$ cat config.mk
export PLATFORM = sky130hd
export DESIGN_NAME = ethernet_frame_builder_fcs
export DESIGN_NICKNAME = d
export VERILOG_FILES = /design/src/hdl/efb_pkg.sv /design/src/hdl/ethernet_frame_builder_fcs.sv
export SDC_FILE = /design/constraint.sdc
export NUM_CORES = 1
export LEC_CHECK = 0
export ABC_AREA = 1
export BUFFER_PORTS_ARGS = -buffer_cell sky130_fd_sc_hd__buf_4
export CAP_MARGIN = 20
export CORE_MARGIN = 2
export CORE_UTILIZATION = 45
export CTS_BUF_LIST = sky130_fd_sc_hd__clkbuf_4
export DETAILED_ROUTE_END_ITERATION = 16
export PLACE_DENSITY_LB_ADDON = 0.12
export SYNTH_ARGS = -nofsm -noshare
export SYNTH_HDL_FRONTEND = slang
export SYNTH_SLANG_ARGS = --single-unit
$ cat constraint.sdc
create_clock -name clk -period 4.16 [get_ports clk]
set_input_delay 0.416 -clock clk [delete_from_list [all_inputs] [get_ports clk]]
set_output_delay 0.416 -clock clk [all_outputs]
set_load 0.01 [all_outputs]
$ cat src/hdl/efb_pkg.sv
// types, constants and the crc-32 byte update for the ethernet frame builder
// no dependencies; used by ethernet_frame_builder_fcs
package efb_pkg;

  localparam int unsigned MAC_W   = 48;
  localparam int unsigned ETYPE_W = 16;
  localparam int unsigned LEN_W   = 11;
  localparam int unsigned POS_W   = 5;
  localparam int unsigned CFG_IDX_W = 3;

  localparam logic [31:0] CRC_POLY = 32'hEDB8_8320;
  localparam logic [31:0] CRC_INIT = 32'hFFFF_FFFF;

  // register indexes
  localparam logic [CFG_IDX_W-1:0] REG_DST_MAC     = 3'd0;
  localparam logic [CFG_IDX_W-1:0] REG_SRC_MAC     = 3'd1;
  localparam logic [CFG_IDX_W-1:0] REG_ETHER_TYPE  = 3'd2;
  localparam logic [CFG_IDX_W-1:0] REG_MIN_PAYLOAD = 3'd3;
  localparam logic [CFG_IDX_W-1:0] REG_MAX_PAYLOAD = 3'd4;

  // register reset values
  localparam logic [MAC_W-1:0]   DST_MAC_RST     = 48'h0009_7307_7473;
  localparam logic [MAC_W-1:0]   SRC_MAC_RST     = 48'h0009_7307_73F9;
  localparam logic [ETYPE_W-1:0] ETHER_TYPE_RST  = 16'h0800;
  localparam logic [LEN_W-1:0]   MIN_PAYLOAD_RST = 11'd46;
  localparam logic [LEN_W-1:0]   MAX_PAYLOAD_RST = 11'd1500;

  // byte positions within the results of one input word
  localparam logic [POS_W-1:0] POS_DEST_FIRST = 5'd0;
  localparam logic [POS_W-1:0] POS_DEST_LAST  = 5'd5;
  localparam logic [POS_W-1:0] POS_SRC_FIRST  = 5'd6;
  localparam logic [POS_W-1:0] POS_SRC_LAST   = 5'd11;
  localparam logic [POS_W-1:0] POS_ETYPE_HI   = 5'd12;
  localparam logic [POS_W-1:0] POS_ETYPE_LO   = 5'd13;
  localparam logic [POS_W-1:0] POS_PAYLOAD    = 5'd14;
  localparam logic [POS_W-1:0] POS_FCS_FIRST  = 5'd15;
  localparam logic [POS_W-1:0] POS_FCS_LAST   = 5'd18;

  typedef struct packed {
    logic [7:0] data_byte;
    logic       last;
  } efb_in_t;

  typedef struct packed {
    logic [7:0] out_byte;
    logic       run_last;
    logic       frame_end;
    logic       length_error;
  } efb_out_t;

  function automatic logic [31:0] crc_byte(input logic [31:0] crc, input logic [7:0] b);
    logic [31:0] c;
    c = crc ^ {24'd0, b};
    for (int k = 0; k < 8; k++) begin
      c = c[0] ? ((c >> 1) ^ CRC_POLY) : (c >> 1);
    end
    return c;
  endfunction

endpackage

$ cat src/hdl/ethernet_frame_builder_fcs.sv
// ethernet frame builder: header insertion, payload pass-through, crc-32 fcs
// depends on efb_pkg
//
// usage
// - in channel (in_valid/in_ready/in_data): one payload byte per word, last
//   marks the final byte of a frame
// - out channel (out_valid/out_ready/out_data): frame bytes in send order;
//   run_last closes the results of one input word, frame_end marks the last
//   fcs byte and carries length_error
// - cfg channel (cfg_valid/cfg_ready/cfg_index/cfg_data): always ready, write
//   only while the block is idle; unknown indexes are ignored
// - a taken word goes to the hold register, its results to the output register
// - throughput: one output byte per cycle from the single output register
//   while out_ready stays high; a middle payload word gives 1 byte, the first
//   word of a frame 15 (14 header bytes + payload), a last one 4 fcs bytes more
// - a new word is taken in the cycle the current one emits its final byte
// - reset: registers return to their defaults, no frame open, crc all ones
// - receiver stall: the output register holds, the current word holds and
//   in_ready drops once that word is waiting
module ethernet_frame_builder_fcs #(
  parameter int unsigned COUNT_MAX = 2047
) (
  input  logic                     clk,
  input  logic                     rst_n,
  input  logic                     in_valid,
  output logic                     in_ready,
  input  efb_pkg::efb_in_t         in_data,
  output logic                     out_valid,
  input  logic                     out_ready,
  output efb_pkg::efb_out_t        out_data,
  input  logic                     cfg_valid,
  output logic                     cfg_ready,
  input  logic [2:0]               cfg_index,
  input  logic [47:0]              cfg_data
);

  import efb_pkg::*;

  localparam int unsigned CNT_W = $clog2(COUNT_MAX + 1);
  localparam logic [CNT_W-1:0] CNT_MAX = CNT_W'(COUNT_MAX);

  logic [MAC_W-1:0]   dst_mac_r, src_mac_r;
  logic [ETYPE_W-1:0] ether_type_r;
  logic [LEN_W-1:0]   min_payload_r, max_payload_r;

  logic            hold_valid_r;
  efb_in_t         hold_r;
  logic [POS_W-1:0] pos_r, pos_nxt;
  logic            in_frame_r, in_frame_nxt;
  logic [31:0]     crc_r, crc_nxt;
  logic [CNT_W-1:0] count_r, count_nxt;
  logic            out_valid_r;
  efb_out_t        out_data_r, out_nxt;

  logic            emit, done, accept;
  logic [2:0]      mac_k;
  logic [MAC_W-1:0] mac_sh;
  logic [31:0]     fcs, fcs_sh;
  logic [7:0]      byte_sel;
  logic            len_err;

  assign cfg_ready = 1'b1;

  always_ff @(posedge clk) begin
    if (!rst_n) begin
      dst_mac_r     <= DST_MAC_RST;
      src_mac_r     <= SRC_MAC_RST;
      ether_type_r  <= ETHER_TYPE_RST;
      min_payload_r <= MIN_PAYLOAD_RST;
      max_payload_r <= MAX_PAYLOAD_RST;
    end else if (cfg_valid) begin
      case (cfg_index)
        REG_DST_MAC:     dst_mac_r     <= cfg_data;
        REG_SRC_MAC:     src_mac_r     <= cfg_data;
        REG_ETHER_TYPE:  ether_type_r  <= cfg_data[ETYPE_W-1:0];
        REG_MIN_PAYLOAD: min_payload_r <= cfg_data[LEN_W-1:0];
        REG_MAX_PAYLOAD: max_payload_r <= cfg_data[LEN_W-1:0];
        default: ;
      endcase
    end
  end

  assign emit     = hold_valid_r && (!out_valid_r || out_ready);
  assign done     = emit && ((pos_r == POS_PAYLOAD && !hold_r.last) || pos_r == POS_FCS_LAST);
  assign in_ready = !hold_valid_r || done;
  assign accept   = in_valid && in_ready;

  assign fcs     = ~crc_r;
  assign fcs_sh  = fcs >> {2'(pos_r - POS_FCS_FIRST), 3'b000};
  assign len_err = (CNT_W'(min_payload_r) > count_r) ||
                   (CNT_W'(max_payload_r) < count_r);

  always_comb begin
    mac_k    = '0;
    mac_sh   = '0;
    byte_sel = hold_r.data_byte;
    case (pos_r) inside
      [POS_DEST_FIRST:POS_DEST_LAST]: begin
        mac_k    = 3'(POS_DEST_LAST - pos_r);
        mac_sh   = dst_mac_r >> {mac_k, 3'b000};
        byte_sel = mac_sh[7:0];
      end
      [POS_SRC_FIRST:POS_SRC_LAST]: begin
        mac_k    = 3'(POS_SRC_LAST - pos_r);
        mac_sh   = src_mac_r >> {mac_k, 3'b000};
        byte_sel = mac_sh[7:0];
      end
      POS_ETYPE_HI: byte_sel = ether_type_r[15:8];
      POS_ETYPE_LO: byte_sel = ether_type_r[7:0];
      POS_PAYLOAD:  byte_sel = hold_r.data_byte;
      [POS_FCS_FIRST:POS_FCS_LAST]: byte_sel = fcs_sh[7:0];
      default: byte_sel = hold_r.data_byte;
    endcase
  end

  always_comb begin
    out_nxt              = '0;
    out_nxt.out_byte     = byte_sel;
    out_nxt.run_last     = done;
    out_nxt.frame_end    = (pos_r == POS_FCS_LAST);
    out_nxt.length_error = (pos_r == POS_FCS_LAST) && len_err;

    crc_nxt      = crc_r;
    count_nxt    = count_r;
    in_frame_nxt = in_frame_r;
    pos_nxt      = pos_r;
    if (emit) begin
      pos_nxt = pos_r + 1'b1;
      if (pos_r <= POS_PAYLOAD) begin
        crc_nxt      = crc_byte(crc_r, byte_sel);
        in_frame_nxt = 1'b1;
      end
      if (pos_r == POS_PAYLOAD && count_r < CNT_MAX) begin
        count_nxt = count_r + 1'b1;
      end
      if (pos_r == POS_FCS_LAST) begin
        crc_nxt      = CRC_INIT;
        count_nxt    = '0;
        in_frame_nxt = 1'b0;
      end
    end
    if (accept) begin
      pos_nxt = in_frame_nxt ? POS_PAYLOAD : POS_DEST_FIRST;
    end
  end

  always_ff @(posedge clk) begin
    if (!rst_n) begin
      hold_valid_r <= 1'b0;
      pos_r        <= POS_DEST_FIRST;
      in_frame_r   <= 1'b0;
      crc_r        <= CRC_INIT;
      count_r      <= '0;
      out_valid_r  <= 1'b0;
    end else begin
      hold_valid_r <= accept || (hold_valid_r && !done);
      pos_r        <= pos_nxt;
      in_frame_r   <= in_frame_nxt;
      crc_r        <= crc_nxt;
      count_r      <= count_nxt;
      out_valid_r  <= emit || (out_valid_r && !out_ready);
    end
  end

  always_ff @(posedge clk) begin
    if (accept) begin
      hold_r <= in_data;
    end
    if (emit) begin
      out_data_r <= out_nxt;
    end
  end

  assign out_valid = out_valid_r;
  assign out_data  = out_data_r;

  a_pos_range: assert property (@(posedge clk) disable iff (!rst_n)
    hold_valid_r |-> pos_r <= POS_FCS_LAST)
    else $error("position past end of fcs");

  a_frame_end_run_last: assert property (@(posedge clk) disable iff (!rst_n)
    out_valid_r && out_data_r.frame_end |-> out_data_r.run_last)
    else $error("frame end without run last");

  a_lerr_only_at_end: assert property (@(posedge clk) disable iff (!rst_n)
    out_valid_r && out_data_r.length_error |-> out_data_r.frame_end)
    else $error("length error outside frame end");

  a_state_clear: assert property (@(posedge clk) disable iff (!rst_n)
    emit && pos_r == POS_FCS_LAST |=> crc_r == CRC_INIT && count_r == '0 && !in_frame_r)
    else $error("frame state not cleared after fcs");

  a_header_only_new_frame: assert property (@(posedge clk) disable iff (!rst_n)
    emit && pos_r == POS_DEST_FIRST |-> !in_frame_r && crc_r == CRC_INIT)
    else $error("header started inside a frame");

endmodule
==> impl_metrics.yaml <==
route:
  drc_errors: 0
  totalWireLength_microns: 35800
  ant_nets: 0
  drtIter0Drc: 954
  routedWlPerCell_microns: 17.4
  num_vias: 10900
  first_pass_iters: 7
  vias_per_cell: 5.29
timing:
  finalCritPeriodShare: 0.860
  tightest_slew_ns: 0.741
  tns_ns: 0
  fin_worst_skew_ns: 0.0519
  rsz0062_at_grt: "no"
  fmax_ghz: 0.280
  period_needed_ns: 3.58
  slew_violations: 0
  whs_ns: 0.211
  hold_viol_final: 0
  setup_viol: 0
  relSlewSlack: 0.506
layout:
  final_nets: 1794
  drive_above_1_share: 0.159
  area_growth_pct: 19.9
  n_fill_cell: 2371
  design_area_sq_um: 13000
power:
  power_switching_mw: 2.29
  leakage_nw: 6.14
  clockPowerShare: 0.320
  sequentialPowerShare: 0.365
  switching_share: 0.374
  power_density_nw_per_um2: 471
  power_mw: 6.12
  vdd_drop_max_v: 0.000219
  p_int_mw: 3.83
  power_frac_comb: 0.315
grt:
  grt_most_used_layer: "met2"
  grtUsageMet2: 0.450
  grt_pass1_wl_microns: 56200
  use_met3: 0.0469
  grt_max_degree: 78
  grt_antenna_before_repair: 1
  use_met1: 0.374
  grt_use_total: 0.279
  gr-total-overflow: 0
  grt_pass1_vias: 10400
placement:
  place_area_sq_um: 11600
  port_buffers: 77
  gp_congestion: 0.948
  dp_hpwl_microns: 24800
critical_path:
  r2r-end: "crc_r[23]$_SDFFE_PN1P_"
  worst_setup_path_start_kind: "register"
  required_ns: 4.76
  cp_top_family: "simple AND/OR/NAND/NOR gates"
  cpPeakStageDelay_ns: 0.58
  cp_data_arrival_time_ns: 4.18
  reg2reg_setup_slack_ns: 0.58
  cp_common_cell: "nand2_1"
  rr_startpoint: "pos_r[1]$_SDFFE_PN0P_"
  rr_worst_depth: 17
  end_kind: "register"
  critPathSlowestCell: "dfxtp_1"
  worstPathCellList: "inv_1 > buf_4 > ha_1 > nor2_1 > o21ai_0 > o211ai_1 > nand3_1 > nand2_4 > nand2_1 > nand2_1 > nand2_1 > nand2_2 > nand2_1 > nand3_1 > nand3_1 > nand2_1 > nand2_1"
  cp.buffers_inverters: 2
  setup.worst_path.class: "register to register"
  crit_start: "pos_r[1]$_SDFFE_PN0P_"
  worstSetupPathDepth: 17
  setup.worst_path.end: "crc_r[23]$_SDFFE_PN1P_"
  path_max_fanout: 18
synthesis:
  async_flop_share: 0
  ys_warn_count: 0
  ys.flop_type: "dfxtp_1"
  avgSynthCellArea_sq_um: 6.94
  syn_area_sq_um: 10800
  seq_area_frac_synth: 0.397
  synth_top_area_frac: 0.342
  ys_ff_latch: 205
  synth_cell_type_count: 45
  synth_top_area_cell: "dfxtp_1"
  synthCells: 1560
  synth.top_cells.by_area: "dfxtp_1 (34%), nand2_1 (12%), nor2_1 (9.3%)"
  synth_edf_count: 20
  syn_nets: 1655
die:
  die_h_microns: 159
  num_rows: 56
  initial_core_util: 0.460
  core-area_sq_um: 23500
  die-width_microns: 159
  die-area_sq_um: 25300
  io-pin-count: 79
job:
  cap_violations: 0
clock_network:
  cts_max_path_buffers: 3
  cts_tree: "done"
  cts_sinks: 205
  cts_resized: 0
  clock_latency_ns: 0.74
  cts_inserted_buffers: 58
  h-tree-depth: 2
  clk_pin_slew_ns: 0.08
  clock_tree.root_cell: "clkbuf_4"
status:
  status: "finished clean"
min_path:
  whs_path_depth: 5
  hp-class: "input pin to register"
-- per-layer routing --
layer | part of all wire | wire length (microns)
met1 | 0.44 | 15900
met5 | 0 | 0
met4 | 0.034 | 1210
met2 | 0.46 | 16400
met3 | 0.064 | 2310
-- metrics by stage --
step           setup slack (ns)  std cells   util
3_5_place_dp              0.607       1898  0.493
4_1_cts                   0.577       2061  0.551
6_report                  0.583       2063  0.552
3_3_place_gp              0.642       1898  0.493
5_1_grt                   0.252       2063  0.552
2_1_floorplan              1.24       1560      -
-- power groups by stage --
stage / Clock [mW] / Combinational [mW] / Sequential, mW
finish: 1.96 / 1.93 / 2.23
CTS: 2.00 / 1.91 / 2.23
global route: 2.11 / 2.15 / 2.24
global placement: 0 / 1.87 / 2.27
detailed placement: 0 / 1.86 / 2.27
floorplan: 0 / 1.35 / 2.23
-- timing repair --
| item | in CTS | in global routing |
|---|---|---|
| hold endpoints to repair | 132 | 0 |
| hold buffers | 59 | 0 |
| buffers inserted | 0 | 0 |
-- layout make-up --
type / count / area [sq um] / share of cell area
antenna: 1 / 2.50 / 0.000193
clock buffer: 92 / 691 / 0.0532
clock inverter: 12 / 76.3 / 0.00588
inverter: 103 / 392 / 0.0302
multi-input combinational: 1175 / 5790 / 0.446
sequential: 205 / 4310 / 0.332
tap: 319 / 399 / 0.0307
timing repair buffer: 156 / 1330 / 0.103
-- state kept, by name, summed over array words and instances, names as in the netlist --
| name | flops |
|---|---|
| dst_mac_r | 48 |
| in_frame_r | 1 |
| min_payload_r | 11 |
| ether_type_r | 16 |
| pos_r | 5 |
| hold_r | 9 |
| src_mac_r | 48 |
| max_payload_r | 11 |
| hold_valid_r | 1 |
| count_r | 11 |
| out_data | 11 |
| crc_r | 32 |
| out_valid | 1 |
-- synth_stat cells, types with 4 or more instances --
master    number
nand2_1      355
clkbuf_1      50
o22ai_1       13
o21ai_1        9
buf_4          4
nor2_1       268
o21ai_0      173
nand4_1        6
buf_2         17
a21oi_1       61
xor2_1        19
nand2_2       33
a22oi_1        4
inv_1         87
inv_2         11
ha_1          30
nand3_2       11
nand2_4       14
buf_6          5
nand3_1      123
o211ai_1      18
dfxtp_1      185
edfxtp_1      20
nor3_1        12
-- worst min-delay path, cell delays in order --
cell     delay (ns)
buf_4          0.09
nor3_1         0.04
buf_4          0.17
nand2_1        0.07
nand3_1        0.06
-- cell usage in the layout (no fill, tap or decap), types with 3 or more instances in the layout --
master,instances
nand2_1,355
nor2_1,266
dfxtp_1,184
o21ai_0,173
nand3_1,123
buf_4,96
clkbuf_4,92
inv_1,87
a21oi_1,61
dlygate4sd3_1,59
nand2_2,33
ha_1,30
edfxtp_1,20
xor2_1,19
o211ai_1,18
nand2_4,14
o22ai_1,13
clkinv_1,12
inv_2,12
nor3_1,12
nand3_2,11
o21ai_1,9
nand4_1,6
a22oi_1,4
nor2_2,3
o21bai_1,3
-- cells by family (layout without fill, tap and decap cells) --
logic type / count (synthesis) / count (layout) / synth area share
other cells: 1 / 2 / 0.000346
compound gates: 294 / 294 / 0.148
xor+xnor: 21 / 21 / 0.0194
buf+inv: 180 / 363 / 0.0696
simple gates: 829 / 829 / 0.331
fa+ha+maj: 30 / 30 / 0.0346
flops: 205 / 205 / 0.397
-- worst min path at each step --
| stage | start | slack, ns | end |
|---|---|---|---|
| 5_1_grt | cfg_index[0] | 0.20 | ether_type_r[7]$_SDFFE_PN0P_ |
| 6_report | cfg_index[0] | 0.21 | ether_type_r[11]$_SDFFE_PN1P_ |
| 3_5_place_dp | src_mac_r[35]$_SDFFE_PN1P_ | 0.44 | src_mac_r[35]$_SDFFE_PN1P_ |
| 3_3_place_gp | src_mac_r[35]$_SDFFE_PN1P_ | 0.44 | src_mac_r[35]$_SDFFE_PN1P_ |
| 2_1_floorplan | count_r[9]$_SDFFE_PN0P_ | 0.42 | count_r[9]$_SDFFE_PN0P_ |
| 4_1_cts | rst_n | 0.17 | max_payload_r[10]$_SDFFE_PN1P_ |
Note: power is estimated with default switching activity, not from simulation.
